===== src/design/scs_pkg.sv =====
`timescale 1ns / 1ps

package scs_pkg;

   localparam int COORD_WIDTH_DEFAULT = 18;

   localparam int RADIUS_WIDTH = 12;
   localparam int SCALE_WIDTH  = 10;
   localparam int FRAC_BITS    = 8;
   localparam int SCALED_WIDTH = RADIUS_WIDTH + SCALE_WIDTH - FRAC_BITS;

   localparam int CSR_INDEX_WIDTH = 2;
   localparam int CSR_DATA_WIDTH  = 12;

   localparam logic [CSR_INDEX_WIDTH-1:0] CSR_RESIZE_MODE   = 2'd0;
   localparam logic [CSR_INDEX_WIDTH-1:0] CSR_RADIUS_SCALE  = 2'd1;
   localparam logic [CSR_INDEX_WIDTH-1:0] CSR_MIN_TOLERANCE = 2'd2;

   localparam logic [SCALE_WIDTH-1:0]  RADIUS_SCALE_RESET  = 10'd256;
   localparam logic [RADIUS_WIDTH-1:0] MIN_TOLERANCE_RESET = 12'd64;

   localparam logic KIND_SPHERE = 1'b0;
   localparam logic KIND_ATOM   = 1'b1;

   localparam logic [1:0] MUL_SEL_X = 2'd0;
   localparam logic [1:0] MUL_SEL_Y = 2'd1;
   localparam logic [1:0] MUL_SEL_Z = 2'd2;

   typedef struct packed {
      logic                    resize_mode;
      logic [SCALE_WIDTH-1:0]  radius_scale;
      logic [RADIUS_WIDTH-1:0] min_tolerance;
   } cfg_type;

   typedef struct packed {
      logic       capture;
      logic       load_sphere;
      logic       prepare;
      logic [1:0] mul_sel;
      logic       acc_clear;
      logic       acc_add;
      logic       root_step;
      logic       evaluate;
      logic       emit;
   } cmd_type;

   typedef struct packed {
      logic kind;
      logic last;
      logic removed;
      logic out_free;
   } status_type;

endpackage


===== src/design/scs_ctrl.sv =====
`timescale 1ns / 1ps

module scs_ctrl
   import scs_pkg::*;
#(
   parameter int COORD_WIDTH = COORD_WIDTH_DEFAULT
) (
   input  logic       clock,
   input  logic       reset,
   input  logic       req_valid,
   output logic       req_ready,
   input  status_type status,
   output cmd_type    cmd
);

   localparam int ROOT_WIDTH = COORD_WIDTH + 2;
   localparam int CNT_WIDTH  = $clog2(ROOT_WIDTH);
   localparam logic [CNT_WIDTH-1:0] LAST_STEP = CNT_WIDTH'(ROOT_WIDTH - 1);

   localparam logic [3:0] S_IDLE     = 4'd0;
   localparam logic [3:0] S_DISPATCH = 4'd1;
   localparam logic [3:0] S_SQX      = 4'd2;
   localparam logic [3:0] S_SQY      = 4'd3;
   localparam logic [3:0] S_SQZ      = 4'd4;
   localparam logic [3:0] S_SUM      = 4'd5;
   localparam logic [3:0] S_ROOT     = 4'd6;
   localparam logic [3:0] S_EVAL     = 4'd7;
   localparam logic [3:0] S_RESULT   = 4'd8;

   logic [3:0]           state_ff, state_in;
   logic [CNT_WIDTH-1:0] step_ff, step_in;

   assign req_ready = (state_ff == S_IDLE);

   always_comb begin
      state_in = state_ff;
      step_in  = step_ff;
      cmd      = '0;
      cmd.mul_sel = MUL_SEL_X;
      unique case (state_ff)
         S_IDLE: begin
            if (req_valid) begin
               cmd.capture = 1'b1;
               state_in    = S_DISPATCH;
            end
         end
         S_DISPATCH: begin
            if (status.kind == KIND_SPHERE) begin
               cmd.load_sphere = 1'b1;
               state_in = status.last ? S_RESULT : S_IDLE;
            end else if (status.removed) begin
               // atoms after removal are skipped
               state_in = status.last ? S_RESULT : S_IDLE;
            end else begin
               cmd.prepare = 1'b1;
               state_in    = S_SQX;
            end
         end
         S_SQX: begin
            cmd.mul_sel   = MUL_SEL_X;
            cmd.acc_clear = 1'b1;
            state_in      = S_SQY;
         end
         S_SQY: begin
            cmd.mul_sel = MUL_SEL_Y;
            cmd.acc_add = 1'b1;
            state_in    = S_SQZ;
         end
         S_SQZ: begin
            cmd.mul_sel = MUL_SEL_Z;
            cmd.acc_add = 1'b1;
            state_in    = S_SUM;
         end
         S_SUM: begin
            cmd.acc_add = 1'b1;
            step_in     = '0;
            state_in    = S_ROOT;
         end
         S_ROOT: begin
            cmd.root_step = 1'b1;
            step_in       = step_ff + 1'b1;
            if (step_ff == LAST_STEP) begin
               state_in = S_EVAL;
            end
         end
         S_EVAL: begin
            cmd.evaluate = 1'b1;
            state_in     = status.last ? S_RESULT : S_IDLE;
         end
         S_RESULT: begin
            if (status.out_free) begin
               cmd.emit = 1'b1;
               state_in = S_IDLE;
            end
         end
         default: begin
            state_in = S_IDLE;
         end
      endcase
   end

   always_ff @(posedge clock) begin
      if (reset) begin
         state_ff <= S_IDLE;
         step_ff  <= '0;
      end else begin
         state_ff <= state_in;
         step_ff  <= step_in;
      end
   end

endmodule


===== src/design/scs_datapath.sv =====
`timescale 1ns / 1ps

module scs_datapath
   import scs_pkg::*;
#(
   parameter int COORD_WIDTH = COORD_WIDTH_DEFAULT
) (
   input  logic                          clock,
   input  logic                          reset,
   input  cfg_type                       cfg,
   input  cmd_type                       cmd,
   output status_type                    status,
   input  logic                          req_kind,
   input  logic signed [COORD_WIDTH-1:0] req_pos_x,
   input  logic signed [COORD_WIDTH-1:0] req_pos_y,
   input  logic signed [COORD_WIDTH-1:0] req_pos_z,
   input  logic [RADIUS_WIDTH-1:0]       req_radius,
   input  logic                          req_last,
   output logic                          rsp_valid,
   input  logic                          rsp_ready,
   output logic                          rsp_remove_sphere,
   output logic [RADIUS_WIDTH-1:0]       rsp_new_tolerance,
   output logic                          rsp_modified
);

   localparam int CW  = COORD_WIDTH;
   localparam int MW  = CW + 1;          // magnitude of a coordinate difference
   localparam int PW  = 2 * MW;          // square of a magnitude
   localparam int RW  = CW + 2;          // root bits
   localparam int AW  = 2 * RW;          // sum of squares, also the radicand shifter
   localparam int EW  = RW + 1;          // overlap compare width
   localparam int MUL = RADIUS_WIDTH + SCALE_WIDTH;

   // captured item
   logic                    kind_ff, kind_in;
   logic                    last_ff, last_in;
   logic signed [CW-1:0]    px_ff, px_in, py_ff, py_in, pz_ff, pz_in;
   logic [RADIUS_WIDTH-1:0] rad_ff, rad_in;

   // sphere state
   logic signed [CW-1:0]    sx_ff, sx_in, sy_ff, sy_in, sz_ff, sz_in;
   logic [RADIUS_WIDTH-1:0] tol_ff, tol_in;
   logic                    removed_ff, removed_in;
   logic                    seen_ff, seen_in;

   // distance work
   logic [MW-1:0]           mx_ff, mx_in, my_ff, my_in, mz_ff, mz_in;
   logic [SCALED_WIDTH-1:0] scaled_ff, scaled_in;
   logic [PW-1:0]           prod_ff, prod_in;
   logic [AW-1:0]           acc_ff, acc_in;
   logic [RW-1:0]           root_ff, root_in;
   logic [RW+1:0]           rem_ff, rem_in;

   // result register
   logic                    out_valid_ff, out_valid_in;
   logic                    out_remove_ff, out_remove_in;
   logic [RADIUS_WIDTH-1:0] out_tol_ff, out_tol_in;
   logic                    out_mod_ff, out_mod_in;

   logic signed [CW:0] dx, dy, dz;
   logic [MW-1:0]      mul_op;
   logic [MUL-1:0]     scale_prod;
   logic [RW+3:0]      rem_shift, trial;
   logic [EW-1:0]      dist_e, tol_e, scaled_e, min_e;
   logic               clash, below_min;

   assign dx = {sx_ff[CW-1], sx_ff} - {px_ff[CW-1], px_ff};
   assign dy = {sy_ff[CW-1], sy_ff} - {py_ff[CW-1], py_ff};
   assign dz = {sz_ff[CW-1], sz_ff} - {pz_ff[CW-1], pz_ff};

   assign scale_prod = MUL'(rad_ff) * MUL'(cfg.radius_scale);

   always_comb begin
      case (cmd.mul_sel)
         MUL_SEL_Y: mul_op = my_ff;
         MUL_SEL_Z: mul_op = mz_ff;
         default:   mul_op = mx_ff;
      endcase
   end

   // one root bit per step, two radicand bits consumed from the top of acc
   assign rem_shift = {rem_ff, acc_ff[AW-1 -: 2]};
   assign trial     = {2'b00, root_ff, 2'b01};

   assign dist_e    = EW'(root_ff);
   assign tol_e     = EW'(tol_ff);
   assign scaled_e  = EW'(scaled_ff);
   assign min_e     = EW'(cfg.min_tolerance);
   assign clash     = dist_e < (tol_e + scaled_e);
   assign below_min = dist_e < (scaled_e + min_e);

   always_comb begin
      kind_in    = kind_ff;
      last_in    = last_ff;
      px_in      = px_ff;
      py_in      = py_ff;
      pz_in      = pz_ff;
      rad_in     = rad_ff;
      sx_in      = sx_ff;
      sy_in      = sy_ff;
      sz_in      = sz_ff;
      tol_in     = tol_ff;
      removed_in = removed_ff;
      seen_in    = seen_ff;
      mx_in      = mx_ff;
      my_in      = my_ff;
      mz_in      = mz_ff;
      scaled_in  = scaled_ff;
      prod_in    = PW'(mul_op) * PW'(mul_op);
      acc_in     = acc_ff;
      root_in    = root_ff;
      rem_in     = rem_ff;
      out_valid_in  = out_valid_ff;
      out_remove_in = out_remove_ff;
      out_tol_in    = out_tol_ff;
      out_mod_in    = out_mod_ff;

      if (cmd.capture) begin
         kind_in = req_kind;
         last_in = req_last;
         px_in   = req_pos_x;
         py_in   = req_pos_y;
         pz_in   = req_pos_z;
         rad_in  = req_radius;
      end

      if (cmd.load_sphere) begin
         sx_in      = px_ff;
         sy_in      = py_ff;
         sz_in      = pz_ff;
         tol_in     = rad_ff;
         removed_in = 1'b0;
         seen_in    = 1'b0;
      end

      if (cmd.prepare) begin
         mx_in     = dx[CW] ? MW'(-dx) : MW'(dx);
         my_in     = dy[CW] ? MW'(-dy) : MW'(dy);
         mz_in     = dz[CW] ? MW'(-dz) : MW'(dz);
         scaled_in = scale_prod[MUL-1:FRAC_BITS];
      end

      if (cmd.acc_clear) begin
         acc_in  = '0;
         root_in = '0;
         rem_in  = '0;
      end else if (cmd.acc_add) begin
         acc_in = acc_ff + AW'(prod_ff);
      end else if (cmd.root_step) begin
         acc_in = {acc_ff[AW-3:0], 2'b00};
         if (rem_shift >= trial) begin
            rem_in  = (RW+2)'(rem_shift - trial);
            root_in = {root_ff[RW-2:0], 1'b1};
         end else begin
            rem_in  = rem_shift[RW+1:0];
            root_in = {root_ff[RW-2:0], 1'b0};
         end
      end

      if (cmd.evaluate && clash) begin
         if (!cfg.resize_mode) begin
            removed_in = 1'b1;
         end else begin
            seen_in = 1'b1;
            if (below_min) begin
               removed_in = 1'b1;
            end else begin
               // tolerance minus overlap reduces to distance minus scaled radius
               tol_in = RADIUS_WIDTH'(dist_e - scaled_e);
            end
         end
      end

      if (cmd.emit) begin
         out_valid_in  = 1'b1;
         out_remove_in = removed_ff;
         out_tol_in    = tol_ff;
         out_mod_in    = cfg.resize_mode ? seen_ff : removed_ff;
      end else if (rsp_ready) begin
         out_valid_in = 1'b0;
      end
   end

   always_ff @(posedge clock) begin
      if (reset) begin
         sx_ff        <= '0;
         sy_ff        <= '0;
         sz_ff        <= '0;
         tol_ff       <= '0;
         removed_ff   <= 1'b0;
         seen_ff      <= 1'b0;
         out_valid_ff <= 1'b0;
      end else begin
         sx_ff        <= sx_in;
         sy_ff        <= sy_in;
         sz_ff        <= sz_in;
         tol_ff       <= tol_in;
         removed_ff   <= removed_in;
         seen_ff      <= seen_in;
         out_valid_ff <= out_valid_in;
      end
   end

   always_ff @(posedge clock) begin
      kind_ff       <= kind_in;
      last_ff       <= last_in;
      px_ff         <= px_in;
      py_ff         <= py_in;
      pz_ff         <= pz_in;
      rad_ff        <= rad_in;
      mx_ff         <= mx_in;
      my_ff         <= my_in;
      mz_ff         <= mz_in;
      scaled_ff     <= scaled_in;
      prod_ff       <= prod_in;
      acc_ff        <= acc_in;
      root_ff       <= root_in;
      rem_ff        <= rem_in;
      out_remove_ff <= out_remove_in;
      out_tol_ff    <= out_tol_in;
      out_mod_ff    <= out_mod_in;
   end

   assign status.kind     = kind_ff;
   assign status.last     = last_ff;
   assign status.removed  = removed_ff;
   assign status.out_free = !out_valid_ff || rsp_ready;

   assign rsp_valid         = out_valid_ff;
   assign rsp_remove_sphere = out_remove_ff;
   assign rsp_new_tolerance = out_tol_ff;
   assign rsp_modified      = out_mod_ff;

endmodule


===== src/design/sphere_clash_shrink.sv =====
`timescale 1ns / 1ps
// Exclusion sphere clash test against a stream of atoms.
// req channel (valid/ready): kind 0 loads a sphere center and tolerance, kind 1
// is one atom with its van der Waals radius; last marks the final item of a sphere.
// rsp channel (valid/ready): one item per item with last set, carrying the keep or
// remove decision, the resulting tolerance and the modified flag.
// csr port: write-only, index 0 resize_mode, 1 radius_scale, 2 min_tolerance,
// to be written by the user only while the block is idle; the block has no check.
// One item is in flight at a time. A sphere item passes through a dispatch
// state before the next ready. An atom passes through dispatch, three squares
// through one shared multiplier, a sum and a digit-by-digit square root that
// settles one of COORD_WIDTH + 2 root bits per cycle, then an evaluate state.
// An atom after the sphere is removed is skipped without a distance check.
// An item with last set then enters a result state that loads the output register.
// If rsp_ready is low the result waits in the output register; the next item is
// still taken, and only the following result waits for the register to free.
// Reset is synchronous: sphere center at the origin, tolerance zero, flags
// clear, registers at their defaults (remove mode, scale 1.0, minimum 0.25 A).

module sphere_clash_shrink
   import scs_pkg::*;
#(
   parameter int COORD_WIDTH = COORD_WIDTH_DEFAULT
) (
   input  logic                          clock,
   input  logic                          reset,
   input  logic                          req_valid,
   output logic                          req_ready,
   input  logic                          req_kind,
   input  logic signed [COORD_WIDTH-1:0] req_pos_x,
   input  logic signed [COORD_WIDTH-1:0] req_pos_y,
   input  logic signed [COORD_WIDTH-1:0] req_pos_z,
   input  logic [RADIUS_WIDTH-1:0]       req_radius,
   input  logic                          req_last,
   output logic                          rsp_valid,
   input  logic                          rsp_ready,
   output logic                          rsp_remove_sphere,
   output logic [RADIUS_WIDTH-1:0]       rsp_new_tolerance,
   output logic                          rsp_modified,
   input  logic                          csr_wr_en,
   input  logic [CSR_INDEX_WIDTH-1:0]    csr_index,
   input  logic [CSR_DATA_WIDTH-1:0]     csr_wdata
);

   cfg_type    cfg_ff, cfg_in;
   cmd_type    cmd;
   status_type status;

   always_comb begin
      cfg_in = cfg_ff;
      if (csr_wr_en) begin
         unique case (csr_index)
            CSR_RESIZE_MODE:   cfg_in.resize_mode   = csr_wdata[0];
            CSR_RADIUS_SCALE:  cfg_in.radius_scale  = csr_wdata[SCALE_WIDTH-1:0];
            CSR_MIN_TOLERANCE: cfg_in.min_tolerance = csr_wdata[RADIUS_WIDTH-1:0];
            default:           cfg_in = cfg_ff;
         endcase
      end
   end

   always_ff @(posedge clock) begin
      if (reset) begin
         cfg_ff.resize_mode   <= 1'b0;
         cfg_ff.radius_scale  <= RADIUS_SCALE_RESET;
         cfg_ff.min_tolerance <= MIN_TOLERANCE_RESET;
      end else begin
         cfg_ff <= cfg_in;
      end
   end

   scs_ctrl #(
      .COORD_WIDTH(COORD_WIDTH)
   ) u_ctrl (
      .clock    (clock),
      .reset    (reset),
      .req_valid(req_valid),
      .req_ready(req_ready),
      .status   (status),
      .cmd      (cmd)
   );

   scs_datapath #(
      .COORD_WIDTH(COORD_WIDTH)
   ) u_datapath (
      .clock            (clock),
      .reset            (reset),
      .cfg              (cfg_ff),
      .cmd              (cmd),
      .status           (status),
      .req_kind         (req_kind),
      .req_pos_x        (req_pos_x),
      .req_pos_y        (req_pos_y),
      .req_pos_z        (req_pos_z),
      .req_radius       (req_radius),
      .req_last         (req_last),
      .rsp_valid        (rsp_valid),
      .rsp_ready        (rsp_ready),
      .rsp_remove_sphere(rsp_remove_sphere),
      .rsp_new_tolerance(rsp_new_tolerance),
      .rsp_modified     (rsp_modified)
   );

`ifndef SYNTHESIS
   // one item at a time
   a_single_item: assert property (@(posedge clock) disable iff (reset)
      (req_valid && req_ready) |=> !req_ready)
      else $error("item accepted while another is in work");

   // a result never overwrites one that is still waiting
   a_no_overwrite: assert property (@(posedge clock) disable iff (reset)
      cmd.emit |-> (!rsp_valid || rsp_ready))
      else $error("result loaded over a pending result");

   // a new sphere always starts kept
   a_sphere_fresh: assert property (@(posedge clock) disable iff (reset)
      cmd.load_sphere |=> !status.removed)
      else $error("new sphere starts removed");
`endif

endmodule

===== config.mk =====
export PLATFORM = sky130hd
export DESIGN_NAME = sphere_clash_shrink
export DESIGN_NICKNAME = d
export VERILOG_FILES = /design/src/design/scs_pkg.sv /design/src/design/scs_ctrl.sv /design/src/design/scs_datapath.sv /design/src/design/sphere_clash_shrink.sv
export SDC_FILE = /design/constraint.sdc
export NUM_CORES = 2
export LEC_CHECK = 0
export BUFFER_PORTS_ARGS = -buffer_cell sky130_fd_sc_hd__buf_2
export CORE_UTILIZATION = 65
export DETAILED_ROUTE_END_ITERATION = 12
export PLACE_DENSITY = 0.89
export SLEW_MARGIN = 10
export SYNTH_ARGS = -nofsm -noshare
export SYNTH_HDL_FRONTEND = slang
export SYNTH_SLANG_ARGS = --single-unit

===== constraint.sdc =====
create_clock -name clock -period 11.6 [get_ports clock]
set_input_delay 2.32 -clock clock [delete_from_list [all_inputs] [get_ports clock]]
set_output_delay 2.32 -clock clock [all_outputs]
set_load 0.1 [all_outputs]

==> metrics.txt <==
Wirelength per Cell=17.8 µm; final slew viol count=0; Fmax=109 MHz; clock sink total=373; non-filler cells, final=4790; Vias/cell=5.98; Post-Syn Instances=4030; Post-CTS Hold Fix Bufs=0; Hold Fails Final Rpt=0; Core Area=54000 µm²; GRT Total Usage=30.6%; post-cts sizing count=0; area of the multi-input gates=23900 µm²; synth unique cells=93; MaxCap Viol Count=0; crit end category=flip-flop; total grt overflow=0; area post-placement=36800 µm²; Post-synth EDFFs=153; CTS root buf=clkbuf_16; via count=28700; number of H-tree levels=2; Max clock buf depth=3; postcts setup bufs=0; synthesized area=35700 µm²; Worst path max stage delay=1050 ps; vias in the first global route=28800; CTS tree=yes; fillers=3923; crit path launch type=flip-flop; row count=85; initial antenna violation count=1; DRC Markers=0; setup TNS=0 ps; register area=9000 µm²; fin crit share=79.1%; number of DRC markers in iteration 0=2452; drt total wl=85100 µm; antenna viol nets, final=0; P&R area growth vs syn=6.82%; final net count=4837; Crit Path Class=flip-flop to flip-flop; I/O pin count=103; critical path's slowest cell=ha_1; Tightest Hold Check Type=flip-flop to flip-flop; # setup viols final=0; worst skew pair latency=590 ps; fin crit period=9170 ps; Reg clk slew, reported paths=60 ps; largest net degree at the start of global routing=102; required time of the critical path=12130 ps; Slew headroom=24.0%; Placed Cells=4712; Avg Inst Size Synth=8.86 µm²; crit-path max FO=43; Placer Congestion=1.03; Die Ht=236 µm; Final Instance Area=38100 µm²; ys flop type=dfxtp_1; first-pass GRT wire length=140000 µm; port bufs=102; full die area=55800 µm²; register area share after synthesis=25.2%; Synth Register Bits=373; crit path DAT=9700 ps; Final Core Density=70.6%; CTS Buf Count=41; drt pass-1 iters=6; Worst Clk Skew=35.1 ps; die width=236 µm; RSZ-0062 raised after global routing=no; Yosys warning total=0; HPWL after DPL=64700 µm; status=finished clean; initial core utilization=66.1%; Tightest Pin Transition=1140 ps; layout cells sized above 1=5.84%; ys async rst share=0%; net count after synthesis=4807
critical path, delay by kind of cell, from the launching register on:
| family | cells | cell delay, ps |
|---|---|---|
| AOI/OAI and AO/OA | 7 | 1910 |
| adders and majority gates | 8 | 4440 |
| buffers and inverters | 6 | 700 |
| DFF | 1 | 530 |
| and+or+nand+nor | 7 | 1520 |
layout make-up:
cell class	count	area share (%)
Tap cell	696	2.28
Clock buffer	53	2.84
Clock inverter	23	0.712
Multi-Input combinational cell	2902	62.7
Inverter	614	6.05
Antenna cell	1	0.00656
Sequential cell	373	23.6
Timing Repair Buffer	128	1.86
kinds of logic (layout without fill, tap and decap cells):
family | Yosys count | in the layout | synth area share [%]
adder cells (fa/ha/maj) | 690 | 690 | 31.2
flip-flops | 373 | 373 | 25.2
AO/OA/AOI/OAI | 862 | 862 | 15.5
AND/OR/NAND/NOR | 1122 | 1122 | 14.5
other | 0 | 1 | 0
buffers and inverters | 755 | 818 | 7.96
multiplexers | 28 | 28 | 0.799
XOR/XNOR | 200 | 200 | 4.91
final timing paths:
| check | to | slack [ps] | cells past startpoint | start |
|---|---|---|---|---|
| max | u_datapath.prod_ff[34] | 2430 | 28 | u_ctrl.state_ff[0] |
| min | u_datapath.sy_ff[5] | 460 | 2 | u_datapath.sy_ff[5] |
| max reg2reg | u_datapath.prod_ff[34] | 2430 | 28 | u_ctrl.state_ff[0] |
| min reg2reg | u_datapath.sy_ff[5] | 460 | 2 | u_datapath.sy_ff[5] |
state kept, by name (all words and copies together), names as in the netlist, 4 cells and up:
name / cells
u_datapath.sx_ff: 18
u_datapath.pz_ff: 18
u_datapath.sz_ff: 18
u_datapath.rsp_new_tolerance: 12
u_datapath.prod_ff: 37
u_datapath.sy_ff: 18
u_datapath.my_ff: 19
u_datapath.root_ff: 20
u_datapath.tol_ff: 12
u_datapath.acc_ff: 40
u_datapath.py_ff: 18
u_datapath.mz_ff: 19
u_ctrl.step_ff: 5
u_datapath.px_ff: 18
cfg_ff: 23
u_ctrl.state_ff: 4
u_datapath.rad_ff: 12
u_datapath.mx_ff: 19
u_datapath.scaled_ff: 14
u_datapath.rem_ff: 22
placed cells by master (no fill, tap or decap), types with 62 or more instances in the layout:
cell type	Yosys	layout
nor2_1	241	240
dfxtp_1	220	220
a21oi_1	297	294
ha_1	358	358
edfxtp_1	153	153
nand2_1	502	502
fa_1	332	332
nor3_1	64	62
and2_1	64	64
xor2_1	86	86
buf_2	6	101
xnor2_1	114	114
inv_1	611	610
o21ai_0	134	134
a21o_1	75	75
cell usage after synthesis (30+ instances only):
cell | instances | area share, %
a211oi_1 | 52 | 1.1
a21o_1 | 75 | 1.6
a21oi_1 | 297 | 4.2
a22oi_1 | 30 | 0.63
a31oi_1 | 32 | 0.56
and2_1 | 64 | 1.1
clkbuf_1 | 125 | 1.3
dfxtp_1 | 220 | 12
edfxtp_1 | 153 | 13
fa_1 | 332 | 19
ha_1 | 358 | 13
inv_1 | 611 | 6.4
nand2_1 | 502 | 5.3
nand3_1 | 52 | 0.73
nor2_1 | 241 | 2.5
nor2b_1 | 33 | 0.58
nor3_1 | 64 | 0.90
o21a_1 | 53 | 1.1
o21ai_0 | 134 | 1.9
xnor2_1 | 114 | 2.8
xor2_1 | 86 | 2.1
metrics by stage:
step	hold WS (ps)	worst slack (ps)
floorplan	426	3350
global placement	441	2910
detailed placement	450	2520
CTS	461	2540
global route	475	1810
finish	458	2430
routing by layer:
| layer | wire (µm) | share of wire [%] | GRT usage (%) |
|---|---|---|---|
| met1 | 34900 | 41 | 39.6 |
| met2 | 40500 | 48 | 51.4 |
| met3 | 6480 | 7.6 | 4.51 |
| met4 | 3290 | 3.9 | 12.4 |
| met5 | 0 | 0 | 0 |
Power is left out: the tool's default activity adds up to more than one toggle a clock period on the data nets, which glitch-free logic cannot reach.
